<file path="src/rtl/acm_pkg.sv">
`default_nettype none
package acm_pkg;

  localparam int ACM_BLOCKS_DEF = 3;
  localparam int ACM_ROUNDS     = 14;

  typedef struct packed {
    logic        end_of_stream;
    logic [63:0] counter_high;
    logic [63:0] counter_low;
    logic [63:0] key_word_3;
    logic [63:0] key_word_2;
    logic [63:0] key_word_1;
    logic [63:0] key_word_0;
  } acm_in_req_t;

  typedef struct packed {
    logic        stream_end;
    logic        last_of_item;
    logic [1:0]  block_index;
    logic [63:0] block_high;
    logic [63:0] block_low;
  } acm_out_req_t;

  // one block in flight: state, key window of eight words, tags
  typedef struct packed {
    logic [127:0] state;
    logic [255:0] win;
    logic [1:0]   idx;
    logic         last;
    logic         eos;
  } acm_stage_t;

  localparam logic [7:0] RCON [0:6] = '{8'h01, 8'h02, 8'h04, 8'h08, 8'h10, 8'h20, 8'h40};

  localparam logic [7:0] SBOX [0:255] = '{
    8'h63,8'h7c,8'h77,8'h7b,8'hf2,8'h6b,8'h6f,8'hc5,8'h30,8'h01,8'h67,8'h2b,8'hfe,8'hd7,8'hab,8'h76,
    8'hca,8'h82,8'hc9,8'h7d,8'hfa,8'h59,8'h47,8'hf0,8'had,8'hd4,8'ha2,8'haf,8'h9c,8'ha4,8'h72,8'hc0,
    8'hb7,8'hfd,8'h93,8'h26,8'h36,8'h3f,8'hf7,8'hcc,8'h34,8'ha5,8'he5,8'hf1,8'h71,8'hd8,8'h31,8'h15,
    8'h04,8'hc7,8'h23,8'hc3,8'h18,8'h96,8'h05,8'h9a,8'h07,8'h12,8'h80,8'he2,8'heb,8'h27,8'hb2,8'h75,
    8'h09,8'h83,8'h2c,8'h1a,8'h1b,8'h6e,8'h5a,8'ha0,8'h52,8'h3b,8'hd6,8'hb3,8'h29,8'he3,8'h2f,8'h84,
    8'h53,8'hd1,8'h00,8'hed,8'h20,8'hfc,8'hb1,8'h5b,8'h6a,8'hcb,8'hbe,8'h39,8'h4a,8'h4c,8'h58,8'hcf,
    8'hd0,8'hef,8'haa,8'hfb,8'h43,8'h4d,8'h33,8'h85,8'h45,8'hf9,8'h02,8'h7f,8'h50,8'h3c,8'h9f,8'ha8,
    8'h51,8'ha3,8'h40,8'h8f,8'h92,8'h9d,8'h38,8'hf5,8'hbc,8'hb6,8'hda,8'h21,8'h10,8'hff,8'hf3,8'hd2,
    8'hcd,8'h0c,8'h13,8'hec,8'h5f,8'h97,8'h44,8'h17,8'hc4,8'ha7,8'h7e,8'h3d,8'h64,8'h5d,8'h19,8'h73,
    8'h60,8'h81,8'h4f,8'hdc,8'h22,8'h2a,8'h90,8'h88,8'h46,8'hee,8'hb8,8'h14,8'hde,8'h5e,8'h0b,8'hdb,
    8'he0,8'h32,8'h3a,8'h0a,8'h49,8'h06,8'h24,8'h5c,8'hc2,8'hd3,8'hac,8'h62,8'h91,8'h95,8'he4,8'h79,
    8'he7,8'hc8,8'h37,8'h6d,8'h8d,8'hd5,8'h4e,8'ha9,8'h6c,8'h56,8'hf4,8'hea,8'h65,8'h7a,8'hae,8'h08,
    8'hba,8'h78,8'h25,8'h2e,8'h1c,8'ha6,8'hb4,8'hc6,8'he8,8'hdd,8'h74,8'h1f,8'h4b,8'hbd,8'h8b,8'h8a,
    8'h70,8'h3e,8'hb5,8'h66,8'h48,8'h03,8'hf6,8'h0e,8'h61,8'h35,8'h57,8'hb9,8'h86,8'hc1,8'h1d,8'h9e,
    8'he1,8'hf8,8'h98,8'h11,8'h69,8'hd9,8'h8e,8'h94,8'h9b,8'h1e,8'h87,8'he9,8'hce,8'h55,8'h28,8'hdf,
    8'h8c,8'ha1,8'h89,8'h0d,8'hbf,8'he6,8'h42,8'h68,8'h41,8'h99,8'h2d,8'h0f,8'hb0,8'h54,8'hbb,8'h16
  };

  function automatic logic [7:0] xtime(input logic [7:0] a);
    return {a[6:0], 1'b0} ^ (a[7] ? 8'h1b : 8'h00);
  endfunction

  function automatic logic [31:0] sub_word(input logic [31:0] w);
    logic [31:0] r;
    for (int i = 0; i < 4; i++) r[8*i +: 8] = SBOX[w[8*i +: 8]];
    return r;
  endfunction

  // byte i of the state sits in bits 8i+7:8i
  function automatic logic [127:0] sub_shift(input logic [127:0] s);
    logic [127:0] t;
    for (int c = 0; c < 4; c++)
      for (int r = 0; r < 4; r++)
        t[8*(r + 4*c) +: 8] = SBOX[s[8*(r + 4*((c + r) % 4)) +: 8]];
    return t;
  endfunction

  function automatic logic [127:0] mix_cols(input logic [127:0] t);
    logic [127:0] s;
    logic [7:0]   a0, a1, a2, a3;
    for (int c = 0; c < 4; c++) begin
      a0 = t[32*c +: 8];
      a1 = t[32*c + 8 +: 8];
      a2 = t[32*c + 16 +: 8];
      a3 = t[32*c + 24 +: 8];
      s[32*c +: 8]      = xtime(a0) ^ xtime(a1) ^ a1 ^ a2 ^ a3;
      s[32*c + 8 +: 8]  = a0 ^ xtime(a1) ^ xtime(a2) ^ a2 ^ a3;
      s[32*c + 16 +: 8] = a0 ^ a1 ^ xtime(a2) ^ xtime(a3) ^ a3;
      s[32*c + 24 +: 8] = xtime(a0) ^ a0 ^ a1 ^ a2 ^ xtime(a3);
    end
    return s;
  endfunction

  // slide the key window on by four words
  function automatic logic [255:0] next_win(input logic [255:0] w, input logic rot,
                                            input logic [7:0] rc);
    logic [31:0] t, n0, n1, n2, n3;
    t  = w[255:224];
    if (rot) t = sub_word({t[7:0], t[31:8]}) ^ {24'h0, rc};
    else     t = sub_word(t);
    n0 = w[31:0] ^ t;
    n1 = w[63:32] ^ n0;
    n2 = w[95:64] ^ n1;
    n3 = w[127:96] ^ n2;
    return {n3, n2, n1, n0, w[255:128]};
  endfunction

endpackage
`default_nettype wire

</file>
<file path="src/rtl/acm_front.sv">
`default_nettype none
module acm_front (
  input  wire logic                clk,
  input  wire logic                rst_n,
  input  wire logic                in_valid,
  output logic                     in_stall,
  input  wire acm_pkg::acm_in_req_t in_req,
  output logic                     q_valid,
  output acm_pkg::acm_in_req_t     q_req,
  input  wire logic                q_pop
);
  import acm_pkg::*;

  acm_in_req_t ent_r [0:1];
  logic        wp_r, rp_r;
  logic [1:0]  cnt_r;
  logic        push;

  assign in_stall = (cnt_r == 2'd2);
  assign push     = in_valid && !in_stall;
  assign q_valid  = (cnt_r != 2'd0);
  assign q_req    = ent_r[rp_r];

  // two-entry request queue
  always_ff @(posedge clk) begin
    if (!rst_n) begin
      wp_r  <= 1'b0;
      rp_r  <= 1'b0;
      cnt_r <= 2'd0;
    end else begin
      if (push) wp_r <= !wp_r;
      if (q_pop) rp_r <= !rp_r;
      cnt_r <= cnt_r + 2'(push) - 2'(q_pop);
    end
  end

  always_ff @(posedge clk) begin
    if (push) ent_r[wp_r] <= in_req;
  end
endmodule
`default_nettype wire

</file>
<file path="config.mk">
export PLATFORM = sky130hd
export DESIGN_NAME = acm_front
export DESIGN_NICKNAME = d
export VERILOG_FILES = /design/src/rtl/acm_pkg.sv /design/src/rtl/acm_front.sv
export SDC_FILE = /design/constraint.sdc
export NUM_CORES = 1
export LEC_CHECK = 0
export BUFFER_PORTS_ARGS = -buffer_cell sky130_fd_sc_hd__buf_2
export CAP_MARGIN = 40
export CORE_AREA = 8 8 296 298
export CTS_CLUSTER_DIAMETER = 60
export DETAILED_ROUTE_END_ITERATION = 8
export DIE_AREA = 0 0 304 306
export HOLD_SLACK_MARGIN = 0.12
export SETUP_SLACK_MARGIN = 0.4
export SYNTH_ARGS = -nofsm -noshare
export SYNTH_HDL_FRONTEND = slang
export SYNTH_SLANG_ARGS = --single-unit
</file>
<file path="constraint.sdc">
create_clock -name clk -period 20.8 [get_ports clk]
set_input_delay 2.08 -clock clk [delete_from_list [all_inputs] [get_ports clk]]
set_output_delay 2.08 -clock clk [all_outputs]
set_load 0.05 [all_outputs]
</file>
# Word level (Yosys, flattened, before mapping)
# Memories as Yosys holds them, arrays and structs flattened. A register that Yosys moved wholly into a read port is not among the register bits.
# Index checks and enable logic that the tools add are counted.
totals:
  register_bits: 4
  ramBits: 770
  inputBits: 389
  output_inout_bits: 387
  wordCells: 16
  mem_count: 1
classes:
  addsub: 2
  eq_ne: 1
  mux: 4
  reduce_logical: 5
mem_list:
  columns: ["name", "depth", "width", "rd", "rd_clocked_by_memory_dff", "write_ports", "line_no", "text"]
  rows:
  - ["ent_r", 2, 385, 1, 1, 1, "acm_front.sv:14", "acm_in_req_t ent_r [0:1];"]
ops:
  columns: ["operator", "n"]
  rows:
  - ["$mux 1", 4]
  - ["$logic_not 1->1", 3]
  - ["$add 2x1->2", 1]
  - ["$eq 2x2->1 const B", 1]
  - ["$reduce_bool 2->1", 1]
  - ["$sub 2x1->2", 1]
  - ["$logic_and 1x1->1", 1]

# Logic depth before layout (Yosys ltp)
# Gate-level depths: netlist of the first run.
depth:
  depth_word: 5
  mapped_depth: 8
  ltp_nobuf: 8

# Least setup slack after synthesis of the first run
# Ideal clock, no wire load.
synth_path:
  path_kind: "input-to-reg"
  startpoint: "input port in_valid"
  endpoint: "memory ent_r[0][0] in the netlist's numbering (enable)"
  setup_time_ps: 1140
  arrival_time_ps: 18104
  required_time_ps: 19660
  slack_ps: 1556
  cell_stages: 2
  path_buffers: 0
  path_cell_list: "nand2_1 -> nor2_1"
synth_between:
  elab_chain_cells: 3
synth_lines:
  columns: ["element", "line_no", "text"]
  rows:
  - ["from (decl)", "acm_front.sv:5", "input wire logic in_valid,"]
  - ["$logic_and 1x1->1", "acm_front.sv:20", "assign push = in_valid && !in_stall;"]
  - ["$mux 1", "acm_front.sv:38", "if (push) ent_r[wp_r] <= in_req;"]
  - ["$mux 1 (not written as such)", "acm_front.sv:38", null]
  - ["to (decl)", "acm_front.sv:14", null]
# No other way between the ends.

==> results of run 1 <==
-- report_power, final --
group,total [mW],internal (mW),switching [mW]
clock network,1.41,0.815,0.599
logic,1.10,0.271,0.827
registers,2.04,1.99,0.0571
total,4.55,3.07,1.48
-- layout make-up --
class / count / area share, %
flip-flops and latches: 775 / 64.55
multi-input cells: 402 / 12.72
repair buffers: 793 / 11.43
clock buffers: 106 / 6.071
well taps: 1080 / 3.755
clock inverters: 44 / 1.238
diodes: 31 / 0.2156
inverters: 3 / 0.03129
-- state kept, by name (all words and copies together) (netlist names), named ones only --
register and count:
ent_r 770, wp_r 1, rp_r 1, cnt_r 2
-- kinds of logic after synthesis --
family / count (synthesis) / share of synthesized area [%]
simple gates: 11 / 0.1904
flops: 775 / 82.17
buf+inv: 46 / 1.687
fa+ha+maj: 2 / 0.08853
xor+xnor: 3 / 0.09299
mux: 386 / 15.77
-- metrics by stage --
stage          cell area [µm²]  hold WS (ns)  utilization, %
2_1_floorplan            28260        0.4549               -
4_1_cts                  35910        0.5427           43.32
3_3_place_gp             33170        0.5003           40.02
5_1_grt                  35970        0.5732           43.40
6_report                 35980        0.5356           43.41
3_5_place_dp             33280        0.5211           40.14
-- layer usage --
metal	GRT usage, %	part of all wire (%)	wire length [µm]
met4	8.725	4.8	3588
met2	27.71	54	39970
met3	4.894	7.5	5522
met5	0	0.072	53
met1	14.77	34	24880
-- worst min-delay path, cell delays in order, from the launching register on --
cell     delay (ns)
dfxtp_1        0.33
xnor2_1        0.09
nor2_1         0.08
-- path summary, 6_finish.rpt --
| check | from | end | slack (ns) | depth (start not counted) |
|---|---|---|---|---|
| worst max register to register | cnt_r[0] | ent_r[0][272] | 16.90 | 8 |
| worst min register to register | rp_r | rp_r | 0.54 | 2 |
| worst max-delay path | flop | q_req[375] | 14.41 | 5 |
| worst min-delay path | rp_r | rp_r | 0.54 | 2 |
-- cells in the final DEF, fill, tap and decap left out, drive strengths merged, types with 2 or more instances in the layout --
| cell type | netlist | layout |
|---|---|---|
| buf | 43 | 793 |
| ha | 2 | 2 |
| clkinvlp | 0 | 2 |
| xnor2 | 2 | 2 |
| mux2 | 385 | 385 |
| nor2 | 4 | 4 |
| bufinv | 0 | 5 |
| inv | 3 | 10 |
| nand2 | 2 | 2 |
| edfxtp | 770 | 770 |
| diode | 0 | 31 |
| dfxtp | 5 | 5 |
| nand2b | 2 | 2 |
| clkbuf | 0 | 106 |
| clkinv | 0 | 30 |
==> results.tsv, run 1 <==
metric	value	unit
finalNetCount	2450	
clk_path_buf_depth	3	
largest_net_degree_at_the_start_of_global_routing	164	
antenna_found_initial	38	
ys_warn_count	0	
clock_tree_from_tritoncts	done	
power_dens_cells	126.6	mW/mm²
synth_top_cells_by_area	edfxtp_1, mux2_2, buf_6	
post_synth_instance_area	0.02826	mm²
cts_root_buf	clkbuf_16	
crit_type	reg -> out	
grt_first_pass_wirelength	105200	µm
numCtsBuffers	84	
holdCritPathClass	reg -> reg	
critical-path-slowest-cell	buf_4	
drtPass1Iterations	5	
drt-wirelength-per-cell	22.89	µm
worst_pin_slew	1.264	ns
post_synth.cell_area_avg	23.11	µm²
synth.most_common_cell	edfxtp_1	
critPathMaxStageDelay	0.85	ns
timing.critical_path.cells	buf_4, buf_4, buf_4, mux2_2, buf_2	
synth-async-reset-ratio	0	%
synth-seq-cells	775	
drt-total-wl	74020	µm
preCtsSetupSlack	15.01	ns
max_frequency	156.5	MHz
multi_input_combinational_cell_area	0.004576	mm²
syn_inst	1223	
dominantRegCellSynth	edfxtp_1	
global_route.overflow_total	0	
post-route-drc-count	0	
worst_slew_margin_rel	15.76	%
synthesized_nets	1614	
synth.top_cell.area_share	81.81	%
std_cell_rows	106	
sequential_element_share_of_the_synthesized_area	82.17	%
finalSetupTns	0	ns
share_of_cells_above_drive_strength_1	60.90	%
finalWorstPathRequiredPeriod	6.390	ns
arrival	4.31	ns
post_cts_hold_buffer_count	0	
drt_iter0_markers	862	
crit_buf_inv	4	
power.static_leakage	13.30	nW
overall_power_after_layout	4.555	mW
total_vias_in_the_final_route	14680	
setup-violations-final	0	
die_height	306	µm
synth.lib_cells_used.distinct	18	
final_hold_viol_count	0	
cts_setup_buffers	0	
cts.sinks	775	
grt_usage	15.06	%
post_drt_via_cell_ratio	4.540	
startpoint_type	flop	
worst-path-max-fanout	83	
dpl.cell_count	3053	
min_period_over_period	30.72	%
core_area	0.08289	mm²
cell_with_the_most_instances_on_the_worst_path	buf_4	
starting_utilization_of_the_core_area	34.10	%
filler_cell_count	7267	
clk_pin_slew_worst_paths	0.06	ns
grt_pass1_vias	16240	
worstSetupEndpointType	output pin	
number_of_flops_mapped_to_enable_cells_by_yosys	770	
clock_latency	0.61	ns
fp.dieArea	0.09302	mm²
route.antenna.remaining_nets	0	
clock_skew	0.02548	ns
max_cap_viol_count	0	
outcome	finished clean	
cp_top_family	buffers and inverters	
rsz0062_at_grt	no	
port_buffers	775	
area_overhead_of_the_layout_relative_to_synthesis	27.32	%
synth.largest_area_cell	edfxtp_1	
ir_worst_vdd	79.32	µV
layoutNonFillerInstCount	3234	
critPathRequiredTime	18.72	ns
final-max-slew-violation-count	0	
synth.top_cells.by_count	edfxtp_1, mux2_2, buf_6	
detailedPlacementHpwl	54510	µm
postCtsResizedCells	0	
final-seq-area	0.02323	mm²
finalWeightedCongestion	0.8712	
floorplan.die.width	304	µm
fin_ws	14.41	ns
cts.htree.levels	3	
pin_count	776	
(Power assumes the default switching activity.)
==> run 2, diff against run 1 <==
--- a/config.mk
+++ b/config.mk
@@ -7,10 +7,10 @@
 export LEC_CHECK = 0
 export BUFFER_PORTS_ARGS = -buffer_cell sky130_fd_sc_hd__buf_2
 export CAP_MARGIN = 40
-export CORE_AREA = 8 8 296 298
+export CORE_AREA = 8 8 294 296
 export CTS_CLUSTER_DIAMETER = 60
 export DETAILED_ROUTE_END_ITERATION = 8
-export DIE_AREA = 0 0 304 306
+export DIE_AREA = 0 0 302 304
 export HOLD_SLACK_MARGIN = 0.12
 export SETUP_SLACK_MARGIN = 0.4
 export SYNTH_ARGS = -nofsm -noshare
==> constraint.sdc (replaced) <==
create_clock -name clk -period 5.55 [get_ports clk]
set_input_delay 0.555 -clock clk [delete_from_list [all_inputs] [get_ports clk]]
set_output_delay 0.555 -clock clk [all_outputs]
set_load 0.05 [all_outputs]
==> results.tsv, run 2 (same netlist as run 1, synthesis figures left out) <==
metric	value	unit
area_overhead_of_the_layout_relative_to_synthesis	41.11	%
cts.htree.levels	3	
finalNetCount	2832	
clk_path_buf_depth	3	
numCtsBuffers	86	
mostFrequentLayoutCells	buf_2, edfxtp_1, dlygate4sd3_1	
max_cap_viol_count	0	
final_hold_viol_count	0	
core_area	0.08158	mm²
power.static_leakage	14.96	nW
finalSetupTns	0	ns
worst_r2r_startpoint	cnt_r[0]	
route.antenna.remaining_nets	0	
final_util	48.88	%
drt_iter0_markers	979	
starting_utilization_of_the_core_area	34.64	%
largest-register	ent_r	
antenna_found_initial	16	
pin_count	776	
reg2reg_setup_slack	3.09	ns
share_of_cells_above_drive_strength_1	51.87	%
floorplan.die.width	302	µm
holdCritPathClass	in -> reg	
grt_first_pass_wirelength	111000	µm
worst-path-max-fanout	86	
critPathRequiredTime	4.99	ns
hp-start	in_req[367]	
grt_pass1_vias	17990	
cts_root_buf	clkbuf_16	
largest_net_degree_at_the_start_of_global_routing	167	
cts_setup_buffers	0	
finalWeightedCongestion	0.8676	
post-route-drc-count	0	
grt_usage	15.87	%
largest_register_ffs	770	
worstSetupEndpointType	output pin	
drt-total-wl	75900	µm
drt-wirelength-per-cell	21.14	µm
worst_slew_margin_rel	15.44	%
clock_skew	0.02212	ns
combPwrFrac	25.0	%
sequentialPowerShare	43.4	%
netSwitchingFraction	32.24	%
largest_registers	ent_r x770, cnt_r x2	
final-max-slew-violation-count	0	
outcome	finished clean	
post_cts_hold_buffer_count	374	
layout.cells.most_common	buf_2	
post_drt_via_cell_ratio	4.529	
internal-power	11.90	mW
detailedPlacementHpwl	52450	µm
clock_power_share	31.5	%
power_dens_cells	440.3	mW/mm²
drtPass1Iterations	4	
fp.dieArea	0.09181	mm²
clk_pin_slew_worst_paths	0.05	ns
max_frequency	302.6	MHz
std_cell_rows	105	
setup-violations-final	0	
total_vias_in_the_final_route	16270	
ir_worst_vdd	381.0	µV
cts.sinks	775	
rsz0062_at_grt	no	
port_buffers	775	
p_sw	5.661	mW
crit_type	reg -> out	
worst_pin_slew	1.268	ns
postCtsResizedCells	0	
startpoint_type	flop	
clock_tree_from_tritoncts	done	
die_height	304	µm
clock_latency	0.63	ns
min_period_over_period	59.55	%
arrival	2.75	ns
global_route.overflow_total	0	
finalWorstPathRequiredPeriod	3.305	ns
[run 2: area by class of cell]
type,count,area [µm²]
Antenna cell,13,32.53
Clock buffer,113,2253
Clock inverter,42,494.2
Fill cell,6716,41700
Inverter,3,11.26
Multi-Input combinational cell,402,4594
Sequential cell,775,23230
Tap cell,1070,1339
Timing Repair Buffer,1173,7930
[run 2: worst paths after layout]
check / endpoint / cells after the start
min reg2reg: rp_r / 2
max reg2reg: ent_r[0][0] / 4
min: ent_r[1][367] / 1
max: q_req[104] / 4
[run 2: routing by layer]
metal	vias up	track usage, %	wire [µm]
li1	7374	-	-
met1	8074	16.39	26840
met2	633	29.03	40230
met3	182	4.216	5145
met4	2	8.416	3675
met5	-	0	8
[run 2: metrics by stage]
stage / hold slack [ns] / cells / instance area [µm²] / power (mW) / worst slack (ns)
final: 0.1674 / 3591 / 39880 / 17.56 / 2.245
after global routing: 0.1216 / 3588 / 39870 / 18.18 / 2.088
after CTS: 0.1201 / 3578 / 39850 / 17.77 / 2.162
after detailed placement: 0.5085 / 3049 / 33360 / 11.95 / 2.843
after global placement: 0.4966 / 3047 / 33300 / 11.89 / 2.729
after floorplan: 0.4799 / 1223 / 28290 / 10.95 / -1.150
[run 2: power groups by stage]
stage | Combinational [mW] | Clock (mW) | Sequential, mW
6_report | 4.40 | 5.54 | 7.63
3_5_place_dp | 4.20 | 0 | 7.75
2_1_floorplan | 3.10 | 0 | 7.85
3_3_place_gp | 4.15 | 0 | 7.74
4_1_cts | 4.44 | 5.70 | 7.63
5_1_grt | 4.57 | 5.91 | 7.69
[run 2: critical path, cell delays in order (launching register included)]
cell and delay [ns]:
dfxtp_4 0.65, buf_16 0.31, buf_12 0.42, mux2_2 0.40, buf_2 0.21
==> run 3, diff against run 2 <==
--- a/config.mk
+++ b/config.mk
@@ -7,10 +7,10 @@
 export LEC_CHECK = 0
 export BUFFER_PORTS_ARGS = -buffer_cell sky130_fd_sc_hd__buf_2
 export CAP_MARGIN = 40
-export CORE_AREA = 8 8 294 296
+export CORE_AREA = 8 8 296 298
 export CTS_CLUSTER_DIAMETER = 60
 export DETAILED_ROUTE_END_ITERATION = 8
-export DIE_AREA = 0 0 302 304
+export DIE_AREA = 0 0 304 306
 export HOLD_SLACK_MARGIN = 0.12
 export SETUP_SLACK_MARGIN = 0.4
 export SYNTH_ARGS = -nofsm -noshare
==> constraint.sdc (replaced) <==
create_clock -name clk -period 3.1 [get_ports clk]
set_input_delay 0.31 -clock clk [delete_from_list [all_inputs] [get_ports clk]]
set_output_delay 0.31 -clock clk [all_outputs]
set_load 0.05 [all_outputs]
==> results.tsv, run 3 (same netlist as run 1, synthesis figures left out) <==
metric	value	unit
drt_iter0_markers	854	
holdCritPathClass	in -> reg	
floorplan.die.width	304	µm
route.antenna.remaining_nets	0	
crit_type	reg -> out	
detailedPlacementHpwl	54830	µm
total_vias_in_the_final_route	16380	
min_period_over_period	83.96	%
critical-path-slowest-cell	dfxtp_4	
largest-register	ent_r	
port_buffers	775	
std_cell_rows	106	
area_overhead_of_the_layout_relative_to_synthesis	42.46	%
critPathRequiredTime	2.79	ns
fp.dieArea	0.09302	mm²
filler_cell_count	6818	
arrival	2.29	ns
clk_path_buf_depth	3	
multi_input_combinational_cell_area	0.004591	mm²
power_dens_cells	785.8	mW/mm²
antenna_found_initial	18	
numCtsBuffers	86	
finalWorstPathRequiredPeriod	2.603	ns
drtPass1Iterations	5	
cts.htree.levels	3	
timing.critical_path.cells	buf_4, buf_16, mux2_2, buf_2	
preCtsSetupSlack	1.105	ns
die_height	306	µm
largest_net_degree_at_the_start_of_global_routing	118	
startpoint_type	flop	
clk_pin_slew_worst_paths	0.06	ns
pin_count	776	
final-max-slew-violation-count	0	
setup-violations-final	0	
cts_root_buf	clkbuf_16	
power.static_leakage	15.13	nW
hold_slack	0.3962	ns
rsz0062_at_grt	no	
critPathMaxStageDelay	0.43	ns
grt_usage	15.98	%
share_of_cells_above_drive_strength_1	52.27	%
overall_power_after_layout	31.64	mW
mostFrequentLayoutCells	buf_2, edfxtp_1, dlygate4sd3_1	
worst_slew_margin_rel	49.91	%
worst_pin_slew	0.7514	ns
final-seq-area	0.02323	mm²
placed_cell_area	0.03351	mm²
max_cap_viol_count	0	
layout.cells.most_common	buf_2	
finalSetupTns	0	ns
clock_skew	0.03577	ns
starting_utilization_of_the_core_area	34.10	%
clock_tree_from_tritoncts	done	
largest_register_ffs	770	
max_frequency	384.2	MHz
grt_pass1_vias	18540	
fin_ws	0.4973	ns
post_drt_via_cell_ratio	4.518	
finalNetCount	2854	
global_route.overflow_total	0	
outcome	finished clean	
drt-wirelength-per-cell	21.50	µm
cts.sinks	775	
worstSetupEndpointType	output pin	
largest_registers	ent_r x770, cnt_r x2	
post-route-drc-count	0	
clock_latency	0.64	ns
drt-total-wl	77930	µm
cts_setup_buffers	0	
finalWeightedCongestion	0.8683	
worst-path-max-fanout	58	
grt_first_pass_wirelength	114300	µm
final_hold_viol_count	0	
core_area	0.08289	mm²
finish.instance_area	0.04026	mm²
ir_worst_vdd	577.6	µV
run 3: metal layers:
layer | part of all wire [%] | global-route usage [%]
met1 | 35 | 16.44
met2 | 54 | 29.76
met3 | 6.7 | 4.783
met5 | 0.11 | 0
met4 | 4.2 | 7.228
run 3: layout make-up:
type	count	share of cell area, %
diodes	10	0.06215
clock buffers	101	5.485
clock inverters	59	1.551
inverters	3	0.02797
multi-input cells	402	11.40
flip-flops and latches	775	57.69
well taps	1080	3.356
repair buffers	1195	20.42
run 3: path summary, 6_finish.rpt:
path	depth (start not counted)	endpoint	startpoint	slack [ns]
max	4	q_req[333]	flop	0.50
min	2	ent_r[0][234]	in_req[234]	0.40
min reg2reg	2	rp_r	rp_r	0.53
max reg2reg	3	ent_r[1][353]	cnt_r[0]	1.15
run 3: timing repair:
item	4_1_cts	5_1_grt
hold buffers	388	0
endpoints found under the setup margin	0	1
gates resized for setup	0	1
endpoints found under the hold margin	775	0
run 3: worst max-delay path, delay by kind of cell (launching register included):
kind	cells	cell delay, ns
flip-flops	1	0.43
buffers and inverters	3	0.79
multiplexers	1	0.40
run 3: metrics by stage:
step / util, % / cells
after floorplan: - / 1223
after global placement: 40.43 / 3067
after detailed placement: 40.43 / 3067
after CTS: 48.53 / 3615
after global routing: 48.57 / 3624
final: 48.57 / 3625
run 3: power breakdown:
group / switching (mW) / leakage [nW] / internal [mW] / total (mW)
sequential: 0.351 / 7.22 / 13.3 / 13.7
clock: 4.21 / 1.37 / 5.78 / 9.99
combinational: 5.76 / 6.54 / 2.23 / 7.99
